$ cat config.mk
export PLATFORM = sky130hd
export DESIGN_NAME = protobuf_wire_field_parser
export DESIGN_NICKNAME = d
export VERILOG_FILES = /design/src/sv/pbwf_pkg.sv /design/src/sv/pbwf_decode.sv /design/src/sv/protobuf_wire_field_parser.sv
export VERILOG_INCLUDE_DIRS = /design/src /design/src/sv
export SDC_FILE = /design/constraint.sdc
export NUM_CORES = 1
export LEC_CHECK = 0
export BUFFER_PORTS_ARGS = -buffer_cell sky130_fd_sc_hd__buf_2
export CORE_MARGIN = 2
export CORE_UTILIZATION = 45
export DETAILED_ROUTE_END_ITERATION = 16
export GPL_TIMING_DRIVEN = 0
export PLACE_DENSITY = 0.71
export SYNTH_ARGS = -nofsm -noshare
export SYNTH_HDL_FRONTEND = slang
export SYNTH_HIERARCHICAL = 1
export SYNTH_SLANG_ARGS = --single-unit
$ cat constraint.sdc
create_clock -name clk -period 29.4 [get_ports clk]
set_input_delay 1.47 -clock clk [delete_from_list [all_inputs] [get_ports clk]]
set_output_delay 1.47 -clock clk [all_outputs]
set_load 0.02 [all_outputs]
$ cat src/sv/protobuf_wire_field_parser_macros.svh
// Assertion macros shared by the protobuf wire field parser RTL.
`ifndef PROTOBUF_WIRE_FIELD_PARSER_MACROS_SVH
`define PROTOBUF_WIRE_FIELD_PARSER_MACROS_SVH

// A condition that must hold at every clock edge outside reset.
`define PBWF_CHECK(label, cond, msg) \
	label: assert property (@(posedge clk) disable iff (!arst_n) (cond)) else $error(msg);

// A consequence that must hold in the same cycle as its antecedent.
`define PBWF_IMPLIES(label, ante, cons, msg) \
	label: assert property (@(posedge clk) disable iff (!arst_n) (ante) |-> (cons)) \
		else $error(msg);

// A consequence that must hold in the cycle after its antecedent.
`define PBWF_NEXT(label, ante, cons, msg) \
	label: assert property (@(posedge clk) disable iff (!arst_n) (ante) |=> (cons)) \
		else $error(msg);

`endif

$ cat src/sv/pbwf_pkg.sv
// Types, codes and helpers shared by the protobuf wire field parser.
`timescale 1ns / 1ps

package pbwf_pkg;

	// Width of the length field of a length-delimited field.
	localparam int LENGTH_BITS = 32;

	// Wire type codes taken from the low three bits of a key.
	localparam logic [2:0] WT_VARINT  = 3'd0;
	localparam logic [2:0] WT_FIXED64 = 3'd1;
	localparam logic [2:0] WT_LEN     = 3'd2;
	localparam logic [2:0] WT_FIXED32 = 3'd5;

	typedef enum logic [2:0] {
		KIND_VARINT  = 3'd0,
		KIND_FIXED32 = 3'd1,
		KIND_FIXED64 = 3'd2,
		KIND_LEN_HDR = 3'd3,
		KIND_PAYLOAD = 3'd4,
		KIND_END     = 3'd5
	} pbwf_kind_t;

	typedef enum logic [1:0] {
		ST_OK        = 2'd0,
		ST_OVERLONG  = 2'd1,
		ST_TRUNCATED = 2'd2,
		ST_BAD_WT    = 2'd3
	} pbwf_status_t;

	typedef struct packed {
		logic [7:0] in_byte;
		logic       is_last;
	} pbwf_in_t;

	typedef struct packed {
		pbwf_kind_t   kind;
		logic [60:0]  field_tag;
		logic [2:0]   wire_type;
		logic [63:0]  field_value;
		logic         value_wide;
		logic [7:0]   payload_byte;
		logic         payload_end;
		pbwf_status_t status;
		logic         last_of_run;
	} pbwf_out_t;

	// All results caused by one input item: one or two of them.
	typedef struct packed {
		logic      valid;
		logic      second;
		pbwf_out_t res_a;
		pbwf_out_t res_b;
	} pbwf_run_t;

	function automatic pbwf_out_t make_res(input pbwf_kind_t kind, input logic [60:0] tag,
		input logic [2:0] wt, input logic [63:0] val, input logic wide,
		input logic [7:0] pb, input logic pe, input pbwf_status_t st);
		pbwf_out_t r;
		r.kind         = kind;
		r.field_tag    = tag;
		r.wire_type    = wt;
		r.field_value  = val;
		r.value_wide   = wide;
		r.payload_byte = pb;
		r.payload_end  = pe;
		r.status       = st;
		r.last_of_run  = 1'b0;
		return r;
	endfunction

	function automatic pbwf_out_t make_end(input pbwf_status_t st);
		return make_res(KIND_END, 61'd0, 3'd0, 64'd0, 1'b0, 8'd0, 1'b0, st);
	endfunction

endpackage

$ cat src/sv/pbwf_decode.sv
// Per-byte field decoder: parser state and the results of one input byte.
`timescale 1ns / 1ps

module pbwf_decode import pbwf_pkg::*; (
	input  logic      clk,
	input  logic      arst_n,
	input  logic      step,
	input  pbwf_in_t  in_item,
	output pbwf_run_t run
);

	typedef enum logic [2:0] {
		PH_KEY,
		PH_VARINT,
		PH_FIXED,
		PH_LEN,
		PH_PAYLOAD,
		PH_DISCARD
	} phase_t;

	phase_t                 phase_q, phase_d;
	logic [63:0]            acc_q, acc_d;
	logic [5:0]             shift_q, shift_d;
	logic [2:0]             fcnt_q, fcnt_d;
	logic [60:0]            tag_q, tag_d;
	logic [2:0]             wt_q, wt_d;
	logic [LENGTH_BITS-1:0] rem_q, rem_d;

	logic [7:0]   b;
	logic         last;
	logic [63:0]  vacc;
	logic [63:0]  facc;
	logic         overlong;
	logic         too_long;
	logic         fixed_done;
	logic         pay_done;
	logic         main_v;
	pbwf_out_t    main_r;
	logic         end_v;
	pbwf_status_t end_st;
	logic         stop;
	logic         to_discard;
	pbwf_out_t    end_r;

	assign b    = in_item.in_byte;
	assign last = in_item.is_last;

	always_comb begin
		vacc       = acc_q | (64'(b[6:0]) << shift_q);
		facc       = acc_q | (64'(b) << {fcnt_q, 3'b000});
		overlong   = (shift_q == 6'd63) && (b[7:1] != 7'd0);
		too_long   = ((vacc >> (LENGTH_BITS - 1)) >> 1) != 64'd0;
		fixed_done = (wt_q == WT_FIXED64) ? (fcnt_q == 3'd7) : (fcnt_q == 3'd3);
		pay_done   = rem_q == LENGTH_BITS'(1);

		phase_d    = phase_q;
		acc_d      = acc_q;
		shift_d    = shift_q;
		fcnt_d     = fcnt_q;
		tag_d      = tag_q;
		wt_d       = wt_q;
		rem_d      = rem_q;
		main_v     = 1'b0;
		main_r     = make_end(ST_OK);
		end_v      = 1'b0;
		end_st     = ST_OK;
		stop       = 1'b0;
		to_discard = 1'b0;

		unique case (phase_q)
			PH_KEY, PH_VARINT, PH_LEN: begin
				if (overlong) begin
					end_v      = 1'b1;
					end_st     = ST_OVERLONG;
					stop       = 1'b1;
					to_discard = !last;
				end else if (b[7]) begin
					acc_d   = vacc;
					shift_d = shift_q + 6'd7;
					if (last) begin
						end_v  = 1'b1;
						end_st = ST_TRUNCATED;
						stop   = 1'b1;
					end
				end else begin
					acc_d   = 64'd0;
					shift_d = 6'd0;
					if (phase_q == PH_KEY) begin
						tag_d  = vacc[63:3];
						wt_d   = vacc[2:0];
						fcnt_d = 3'd0;
						if (vacc[2:0] == WT_VARINT || vacc[2:0] == WT_FIXED64 ||
							vacc[2:0] == WT_FIXED32 || vacc[2:0] == WT_LEN) begin
							if (vacc[2:0] == WT_VARINT) begin
								phase_d = PH_VARINT;
							end else if (vacc[2:0] == WT_LEN) begin
								phase_d = PH_LEN;
							end else begin
								phase_d = PH_FIXED;
							end
							if (last) begin
								end_v  = 1'b1;
								end_st = ST_TRUNCATED;
								stop   = 1'b1;
							end
						end else begin
							main_v = 1'b1;
							main_r = make_res(KIND_VARINT, vacc[63:3], vacc[2:0], 64'd0,
								1'b0, 8'd0, 1'b0, ST_BAD_WT);
							end_v  = last;
							stop   = last;
						end
					end else if (phase_q == PH_VARINT) begin
						main_v  = 1'b1;
						main_r  = make_res(KIND_VARINT, tag_q, wt_q, vacc,
							vacc[63:32] != 32'd0, 8'd0, 1'b0, ST_OK);
						phase_d = PH_KEY;
						end_v   = last;
						stop    = last;
					end else if (too_long) begin
						end_v      = 1'b1;
						end_st     = ST_TRUNCATED;
						stop       = 1'b1;
						to_discard = !last;
					end else begin
						main_v = 1'b1;
						main_r = make_res(KIND_LEN_HDR, tag_q, wt_q, vacc, 1'b0, 8'd0,
							1'b0, ST_OK);
						if (vacc == 64'd0) begin
							phase_d = PH_KEY;
							end_v   = last;
							stop    = last;
						end else begin
							rem_d   = vacc[LENGTH_BITS-1:0];
							phase_d = PH_PAYLOAD;
							if (last) begin
								end_v  = 1'b1;
								end_st = ST_TRUNCATED;
								stop   = 1'b1;
							end
						end
					end
				end
			end
			PH_FIXED: begin
				if (fixed_done) begin
					main_v  = 1'b1;
					main_r  = make_res((wt_q == WT_FIXED64) ? KIND_FIXED64 : KIND_FIXED32,
						tag_q, wt_q, facc, 1'b0, 8'd0, 1'b0, ST_OK);
					acc_d   = 64'd0;
					fcnt_d  = 3'd0;
					phase_d = PH_KEY;
					end_v   = last;
					stop    = last;
				end else begin
					acc_d  = facc;
					fcnt_d = fcnt_q + 3'd1;
					if (last) begin
						end_v  = 1'b1;
						end_st = ST_TRUNCATED;
						stop   = 1'b1;
					end
				end
			end
			PH_PAYLOAD: begin
				rem_d  = rem_q - LENGTH_BITS'(1);
				main_v = 1'b1;
				main_r = make_res(KIND_PAYLOAD, tag_q, wt_q, 64'd0, 1'b0, b, pay_done, ST_OK);
				if (pay_done) begin
					phase_d = PH_KEY;
				end
				if (last) begin
					end_v  = 1'b1;
					end_st = pay_done ? ST_OK : ST_TRUNCATED;
					stop   = 1'b1;
				end
			end
			PH_DISCARD: begin
				if (last) begin
					phase_d = PH_KEY;
				end
			end
			default: begin
				phase_d = PH_KEY;
			end
		endcase

		// Message end or error resets the parser; early errors go to discard.
		if (stop) begin
			phase_d = to_discard ? PH_DISCARD : PH_KEY;
			acc_d   = 64'd0;
			shift_d = 6'd0;
			fcnt_d  = 3'd0;
		end
	end

	// A field result, when there is one, always comes before the message end.
	always_comb begin
		end_r              = make_end(end_st);
		end_r.last_of_run  = 1'b1;
		run.valid          = main_v || end_v;
		run.second         = main_v && end_v;
		run.res_b          = end_r;
		if (main_v) begin
			run.res_a             = main_r;
			run.res_a.last_of_run = !end_v;
		end else begin
			run.res_a = end_r;
		end
	end

	always_ff @(posedge clk or negedge arst_n) begin
		if (!arst_n) begin
			phase_q <= PH_KEY;
			acc_q   <= 64'd0;
			shift_q <= 6'd0;
			fcnt_q  <= 3'd0;
			tag_q   <= 61'd0;
			wt_q    <= 3'd0;
			rem_q   <= '0;
		end else if (step) begin
			phase_q <= phase_d;
			acc_q   <= acc_d;
			shift_q <= shift_d;
			fcnt_q  <= fcnt_d;
			tag_q   <= tag_d;
			wt_q    <= wt_d;
			rem_q   <= rem_d;
		end
	end

endmodule

$ cat src/sv/protobuf_wire_field_parser.sv
// Top level of the protobuf wire field parser: decoder and result queue.
`timescale 1ns / 1ps

// The parser takes an encoded protobuf message one byte per item, with
// is_last set on the final byte, and gives field results: varint values
// with a flag for values wider than 32 bits, fixed32 and fixed64 values
// assembled little-endian, a header carrying the length of each
// length-delimited field followed by its payload bytes one per result, and
// exactly one message-end result per message that carries the status.
// Nested messages are passed through as payload and not parsed. An overlong
// varint, a message that stops mid-field or a length wider than LENGTH_BITS
// ends the message at once with an error status, and the bytes that follow
// up to the final byte give no results. An invalid wire type gives a result
// with the invalid wire type status and parsing goes on with the next key.
// Timing: every input byte is decoded in the cycle it is accepted and its
// results land in a two-entry queue of result groups, so a new byte can be
// taken in every cycle as long as the queue has room. A byte gives zero,
// one or two results; the output hands out one result per cycle while
// out_ready is high, so the sustained rate is one byte per cycle, except
// that a byte giving two results (any field, header or payload result on
// the final byte of a message) holds the output for both results in turn.
// Results are registered in the queue before they reach the output, and
// they wait there while earlier groups are still in the queue.
module protobuf_wire_field_parser import pbwf_pkg::*; (
	input  logic      clk,
	input  logic      arst_n,
	input  logic      in_valid,
	output logic      in_ready,
	input  pbwf_in_t  in_item,
	output logic      out_valid,
	input  logic      out_ready,
	output pbwf_out_t out_item
);

	`include "protobuf_wire_field_parser_macros.svh"

	pbwf_run_t  run;
	pbwf_run_t  slot_q [2];
	pbwf_run_t  head;
	logic [1:0] cnt_q;
	logic       wr_q;
	logic       rd_q;
	logic       sel_q;
	logic       in_acc;
	logic       out_acc;
	logic       push;
	logic       pop;

	pbwf_decode u_decode (
		.clk     (clk),
		.arst_n  (arst_n),
		.step    (in_acc),
		.in_item (in_item),
		.run     (run)
	);

	// The queue holds result groups; a byte with no result is not queued.
	assign in_ready  = cnt_q != 2'd2;
	assign in_acc    = in_valid && in_ready;
	assign push      = in_acc && run.valid;

	assign head      = slot_q[rd_q];
	assign out_valid = cnt_q != 2'd0;
	assign out_item  = sel_q ? head.res_b : head.res_a;
	assign out_acc   = out_valid && out_ready;

	// A group leaves the queue once its final result has been taken.
	assign pop       = out_acc && (sel_q || !head.second);

	always_ff @(posedge clk) begin
		if (push) begin
			slot_q[wr_q] <= run;
		end
	end

	always_ff @(posedge clk or negedge arst_n) begin
		if (!arst_n) begin
			cnt_q <= 2'd0;
			wr_q  <= 1'b0;
			rd_q  <= 1'b0;
			sel_q <= 1'b0;
		end else begin
			cnt_q <= 2'(cnt_q + {1'b0, push} - {1'b0, pop});
			if (push) begin
				wr_q <= !wr_q;
			end
			if (pop) begin
				rd_q  <= !rd_q;
				sel_q <= 1'b0;
			end else if (out_acc) begin
				sel_q <= 1'b1;
			end
		end
	end

	`PBWF_CHECK(a_cnt_range, cnt_q <= 2'd2, "result queue count out of range")
	`PBWF_IMPLIES(a_end_closes_run, out_valid && out_item.kind == KIND_END,
		out_item.last_of_run, "message end is not the final result of its byte")
	`PBWF_IMPLIES(a_open_run_first, out_valid && !out_item.last_of_run, !sel_q,
		"second result of a group is not marked final")
	`PBWF_NEXT(a_pair_follows, out_acc && !out_item.last_of_run, out_valid && sel_q,
		"second result of a group did not follow the first")

endmodule

==> results.tsv, run 1 <==
stage	metric	value	unit
clocking	cts_tree	done	
run_status	outcome	completed	
clocking	post_cts_resized	0	
global_routing	antenna_found_initial	3	
setup_path	worst_path_most_repeated_cell	buf_12	
final_layout	final_net_count	2873	
setup_path	arrival	8.09	ns
detailed_routing	met1_length	38000	um
synthesis	syn_area_per_cell	13.9	um^2
timing	setup_tns	0	ns
setup_path	worst_setup_path_end_kind	register	
timing	rsz0062_at_grt	false	
power	ir_drop	0.0000812	V
clocking	clk_latency	0.65	ns
detailed_routing	wl_met3	8700	um
final_layout	area_delta_synth_final	15.7	%
setup_path	critPathSlowestCell	o21ai_1	
detailed_routing	final_antenna_net_count	0	
min_path	holdCritPathClass	reg -> reg	
synthesis	synth_area_leaders	edfxtp_1 (51%), dfrtp_1 (13%), mux4_2 (9.8%), a21oi_1 (3.7%), buf_4 (3.5%)	
timing	final.period_utilization	26.4	%
setup_path	critPathMaxFanout	33	
timing	finalSetupViolCount	0	
global_routing	grt_pass1_vias	23300	
placed_design	dp_slack	21.35	ns
timing	tightest_slew	1.46	ns
synthesis	yosysSeqAreaShare	63.9	%
synthesis	ys_ff_latch	755	
detailed_routing	wl_per_cell	25.1	um
setup_path	crit_family	compound AO/OA/AOI/OAI gates	
synthesis	netlist_top_cells_count	edfxtp_1 (578), a21oi_1 (249), nand2_1 (208)	
global_routing	grt_start_max_net_pins	110	
setup_path	criticalPathCategory	in -> reg	
floorplan	die_h	279	um
final_layout	nFillCells	6138	
clocking	cts_setup_buffers	0	
detailed_routing	routed_via_density	6.00	
floorplan	start_util	45.7	%
timing	hold_ws	0.514	ns
synthesis	yosys_warnings	6	
run	cap_violations	0	
detailed_routing	vias	23300	
detailed_routing	highest_layer	met5	
floorplan	die_w	279	um
timing	period_needed	7.75	ns
synthesis	synth_top_area_share	50.9	%
power	leakagePower	14.8	nW
detailed_routing	drt_wl_total	97700	um
synthesis	synth_edf_count	578	
global_routing	grt_use_total	24.9	%
detailed_routing	drt_iter0_drc	2714	
synthesis	yosys.cell_types.count	83	
clocking	hold_buffers	0	
floorplan	io_pins	159	
detailed_routing	first_pass_iters	8	
setup_path	startpoint_type	input pin	
detailed_routing	wl_met2	46600	um
detailed_routing	drc	0	
synthesis	synth.cell_area	0.0341	mm^2
timing	finClkSkew	0.0282	ns
floorplan	dieArea	0.0780	mm^2
clocking	cts_buffers	80	
timing	slew_viol_final	0	
setup_path	crit_buf_inv	8	
final_layout	final_layout_size_suffix_gt1_share	23.3	%
global_routing	grt_overflow	0	
floorplan	rows	100	
timing	final_hold_viol_count	0	
timing	fmax	129	MHz
setup_path	cp.required	29.73	ns
placed_design	gp_congestion	0.970	
timing	fin_ws	21.65	ns
clocking	clkSinkCount	755	
placed_design	hpwlAfterDp	68400	um
floorplan	coreArea	0.0747	mm^2
synthesis	syn_inst	2458	
power	power_density	109	mW/mm^2
synthesis	synthArstFlopShare	23.4	%
synthesis	synth_ff_type	edfxtp_1	
setup_path	cp_cell_sequence	buf_2 -> mux2i_1 -> o21ai_1 -> a22o_1 -> a2111oi_0 -> nand4_1 -> nor3_1 -> o21ai_1 -> clkbuf_1 -> or2_2 -> and3_1 -> clkbuf_1 -> nor2b_4 -> buf_12 -> buf_12 -> buf_12 -> buf_12 -> buf_12	
timing	max_slew_margin	2.39	%
clocking	htreeDepth	3	
setup_path	critical_path.max_stage_delay	0.81	ns
placed_design	port-buffer-count	158	
global_routing	grt_pass1_wl	146000	um
synthesis	yosysMostFrequentCell	edfxtp_1	
clocking	cts_root_buffer	clkbuf_16	
clocking	clk_pin_slew	0.06	ns
clocking	cts-root-to-sink-buffers	3	
synthesis	yosysTopAreaCell	edfxtp_1	
## path summary, 6_finish.rpt
kind,startpoint,to,slack (ns),cells past startpoint
worst max-delay path,in_item[1],slot_q[0][186]$_DFFE_PP_,21.65,18
max in group asynchronous,arst_n,u_decode/acc_q[23]$_DFFE_PN0P_,27.59,2
worst max register to register,u_decode/shift_q[1]$_DFFE_PN0P_,slot_q[0][186]$_DFFE_PP_,21.85,19
worst min register to register,u_decode/rem_q[30]$_DFFE_PN0P_,u_decode/rem_q[30]$_DFFE_PN0P_,0.51,1
min in group asynchronous,arst_n,u_decode/tag_q[22]$_DFFE_PN0P_,0.79,1
worst min-delay path,u_decode/rem_q[30]$_DFFE_PN0P_,u_decode/rem_q[30]$_DFFE_PN0P_,0.51,1
## placed cells by master (no fill, tap or decap), drive strengths merged, types with 9 or more instances in the layout
master	count
a22o	25
mux2	9
nand4	11
clkinv	35
nor2	114
o31ai	18
dfrtp	177
inv	22
o22ai	132
and3	14
o21ai	117
clkbuf	208
a21oi	250
and2	19
nor3	34
nand2	208
or2	10
conb	142
edfxtp	578
buf	384
nand3	15
a21o	65
a22oi	10
nor2b	11
a221oi	16
mux4	148
nor4	15
## metal layers
metal  up-vias  global-route usage (%)
met2      1222                    40.1
met5         -                       0
met3       295                    5.70
li1      10100                       -
met1     11700                    32.7
met4         4                    10.6
## through the flow
step | std cells | cell area [um^2] | util, % | power (mW)
final | 3890 | 39400 | 52.8 | 4.31
after global placement | 3725 | 36600 | 49.0 | 3.42
after floorplan | 2598 | 34600 | - | 2.81
after global routing | 3889 | 39400 | 52.8 | 4.49
after detailed placement | 3741 | 37000 | 49.5 | 3.37
after CTS | 3889 | 39400 | 52.8 | 4.32
## report_power, final
group / internal [mW] / switching, mW / total (mW)
clock: 0.527 / 0.418 / 0.945
sequential: 1.48 / 0.0991 / 1.58
combinational: 0.611 / 1.17 / 1.78
total: 2.62 / 1.69 / 4.31
## cells by family after synthesis
group	count (synthesis)	synth area share, %
buffers and inverters	329	5.79
muxes	165	10.3
DFF	755	63.9
and+or+nand+nor	495	6.79
other	2	0.0220
xor gates and xnor gates	7	0.180
adders and majority gates	6	0.220
AOI/OAI and AO/OA	699	12.8
## registers in the layout, indices dropped and copies added, names as in the netlist
register          cells
sel_q                 1
u_decode/shift_q      6
wr_q                  1
u_decode/phase_q      3
u_decode/acc_q       64
u_decode/fcnt_q       3
u_decode/tag_q       61
u_decode/rem_q       32
slot_q              578
rd_q                  1
u_decode/wt_q         3
cnt_q                 2
## cell type report
| class | count | area, um^2 | share of cell area [%] |
|---|---|---|---|
| Antenna cell | 1 | 2.50 | 0.00634 |
| Inverter | 19 | 71.3 | 0.181 |
| Buffer | 310 | 1900 | 4.83 |
| Sequential cell | 755 | 21800 | 55.2 |
| Timing Repair Buffer | 174 | 1130 | 2.87 |
| Tap cell | 969 | 1210 | 3.07 |
| Clock buffer | 108 | 2190 | 5.55 |
| Clock inverter | 40 | 256 | 0.650 |
| Multi-Input combinational cell | 1514 | 10900 | 27.6 |
Power figures use the tool's default switching activity.
==> run 2, diff against run 1 <==
--- a/config.mk
+++ b/config.mk
@@ -11,7 +11,7 @@
 export CORE_UTILIZATION = 45
 export DETAILED_ROUTE_END_ITERATION = 16
 export GPL_TIMING_DRIVEN = 0
-export PLACE_DENSITY = 0.71
+export PLACE_DENSITY = 0.74
 export SYNTH_ARGS = -nofsm -noshare
 export SYNTH_HDL_FRONTEND = slang
 export SYNTH_HIERARCHICAL = 1
==> constraint.sdc (replaced) <==
create_clock -name clk -period 6.7 [get_ports clk]
set_input_delay 0.335 -clock clk [delete_from_list [all_inputs] [get_ports clk]]
set_output_delay 0.335 -clock clk [all_outputs]
set_load 0.02 [all_outputs]
==> results.tsv, run 2 (same netlist as run 1, synthesis figures left out) <==
stage	metric	value	unit
detailed_routing	wl_per_cell	23.9	um
floorplan	start_util	45.7	%
clocking	cts_buffers	80	
setup_path	cp.required	7.01	ns
power	power.internal	11.8	mW
power	combinationalPowerShare	40.9	%
setup_path	startpoint_type	register	
timing	fmax	153	MHz
timing	rsz0062_at_grt	false	
setup_path	worst_setup_path_end_kind	register	
detailed_routing	drc	0	
placed_design	dpl-instance-area	0.0371	mm^2
power	power	19.2	mW
floorplan	io_pins	159	
timing	final.period_utilization	97.4	%
power	power_density	482	mW/mm^2
setup_path	r2r-end	slot_q[1][152]$_DFFE_PP_	
timing	finClkSkew	0.0354	ns
final_layout	final_layout_size_suffix_gt1_share	24.1	%
final_layout	diodes	0	
timing	finalSetupViolCount	0	
detailed_routing	final_antenna_net_count	0	
global_routing	grt_overflow	0	
detailed_routing	drt_iter0_drc	3380	
final_layout	largest_register	slot_q	
global_routing	grt_use_total	23.7	%
clocking	clk_pin_slew	0.06	ns
global_routing	grt_pass1_vias	22700	
final_layout	final_net_count	2878	
floorplan	die_h	279	um
placed_design	hpwlAfterDp	64500	um
min_path	holdCritPathClass	in -> reg	
global_routing	grt_start_max_net_pins	92	
final_layout	final_common_cell	edfxtp_1	
placed_design	port-buffer-count	158	
detailed_routing	first_pass_iters	8	
detailed_routing	drt_wl_total	93100	um
setup_path	crit-reg2reg-launch	u_decode/shift_q[3]$_DFFE_PN0P_	
clocking	clk_latency	0.65	ns
floorplan	die_w	279	um
run_status	outcome	completed	
clocking	htreeDepth	3	
setup_path	cp-startpoint	u_decode/shift_q[3]$_DFFE_PN0P_	
global_routing	antenna_found_initial	5	
power	power_frac_seq	36.2	%
timing	tightest_slew	1.37	ns
setup_path	arrival	6.84	ns
floorplan	dieArea	0.0780	mm^2
final_layout	largest_register_ffs	578	
clocking	cts-root-to-sink-buffers	3	
global_routing	grt_pass1_wl	139000	um
clocking	cts_root_buffer	clkbuf_16	
power	ir_drop	0.000273	V
setup_path	criticalPathCategory	reg -> reg	
power	pwr-share-clk	22.9	%
setup_path	reg2reg_depth	17	
final_layout	layout_common_cells	edfxtp_1 (578), a21oi_1 (248), nand2_1 (208), buf_2 (190), dfrtp_1 (177)	
timing	period_needed	6.53	ns
run	cap_violations	0	
timing	max_slew_margin	7.73	%
clocking	clkSinkCount	755	
power	leakagePower	15.0	nW
clocking	cts_tree	done	
min_path	hp-start	out_ready	
timing	slew_viol_final	0	
power	p_sw	7.39	mW
floorplan	rows	100	
detailed_routing	vias	23300	
final_layout	final_area	0.0398	mm^2
detailed_routing	routed_via_density	5.99	
setup_path	r2r_slack	0.17	ns
floorplan	coreArea	0.0747	mm^2
final_layout	top_regs	slot_q: 578 flops, u_decode/acc_q: 64 flops, u_decode/tag_q: 61 flops	
setup_path	critPathMaxFanout	56	
power	p_sw_share	38.5	%
timing	final_hold_viol_count	0	
final_layout	area_delta_synth_final	16.6	%
placed_design	gp_congestion	0.986	
setup_path	critPathCapture	slot_q[1][152]$_DFFE_PP_	
-- run 2: changes by cell type in the layout (fill, tap and decap cells not counted), moves of 3 or more --
cell,previous run,this run
clkbuf_1,122,115
clkinv_2,17,10
bufinv_16,0,5
clkbuf_8,4,9
a2111oi_0,4,1
a2111oi_2,0,3
clkinv_4,3,6
inv_6,4,7
mux2_4,0,3
-- run 2: cell type report --
type / instances / area, um^2
fillers: 6059 / 34900
flip-flops and latches: 755 / 21800
multi-input cells: 1515 / 11000
clock buffers: 106 / 2210
plain buffers: 310 / 1920
well taps: 969 / 1210
repair buffers: 178 / 1190
clock inverters: 44 / 422
inverters: 19 / 71.3
-- run 2: power groups by stage --
stage / registers, mW / logic (mW) / clock network, mW
floorplan: 7.01 / 5.12 / 0
global placement: 7.20 / 7.47 / 0
detailed placement: 7.02 / 7.70 / 0
CTS: 6.94 / 7.75 / 4.46
global route: 7.03 / 8.27 / 4.65
finish: 6.95 / 7.83 / 4.39
-- run 2: how the worst min path moves through the flow --
stage / end / slack (ns) / cells after the start
after floorplan: cnt_q[0]$_DFF_PN0_ / 0.04 / 0
after global placement: u_decode/rem_q[30]$_DFFE_PN0P_ / 0.49 / 1
after detailed placement: u_decode/tag_q[16]$_DFFE_PN0P_ / 0.41 / 1
after CTS: sel_q$_DFFE_PN0P_ / 0.12 / 3
after global routing: sel_q$_DFFE_PN0P_ / 0.14 / 3
final: sel_q$_DFFE_PN0P_ / 0.13 / 3
-- run 2: what timing repair did --
action | in CTS | in global routing
pin swaps | 0 | 0
endpoints found under the setup margin | 58 | 58
hold endpoints to repair | 86 | 0
buffers inserted | 0 | 1
cloned | 1 | 0
resized for setup | 0 | 0
hold buffers | 1 | 0
-- run 2: per-layer routing --
layer / GRT usage [%] / up-vias / part of all wire, %
met3: 5.75 / 309 / 9.8
met2: 38.0 / 1360 / 47
met1: 31.0 / 11600 / 38
li1: - / 10100 / -
met5: 0 / - / 0.040
met4: 9.77 / 6 / 4.6
-- run 2: metrics by stage --
stage | TNS (ns) | setup WS, ns | cells | hold slack, ns | utilization (%)
after floorplan | -376.83 | -1.05 | 2598 | 0.0394 | -
after global placement | -2498.57 | -5.05 | 3725 | 0.486 | 49.2
after detailed placement | -0.705 | -0.0263 | 3742 | 0.414 | 49.7
after CTS | 0 | 0.121 | 3894 | 0.117 | 53.2
after global routing | 0 | 0.162 | 3896 | 0.139 | 53.2
final | 0 | 0.172 | 3896 | 0.127 | 53.2
-- run 2: critical path: stages (launching register included) --
cell and delay (ns):
dfrtp_1 0.45, clkbuf_1 0.39, buf_2 0.32, nor2b_1 0.39, nand2_1 0.09, o21ai_1 0.56, a21oi_1 0.46, o2111ai_1 0.37
nor3_2 0.10, o21ai_1 0.53, clkbuf_1 0.47, or2_2 0.21, and3_1 0.14, clkbuf_2 0.22, and2_4 0.47, buf_16 0.33
buf_16 0.30, buf_12 0.26
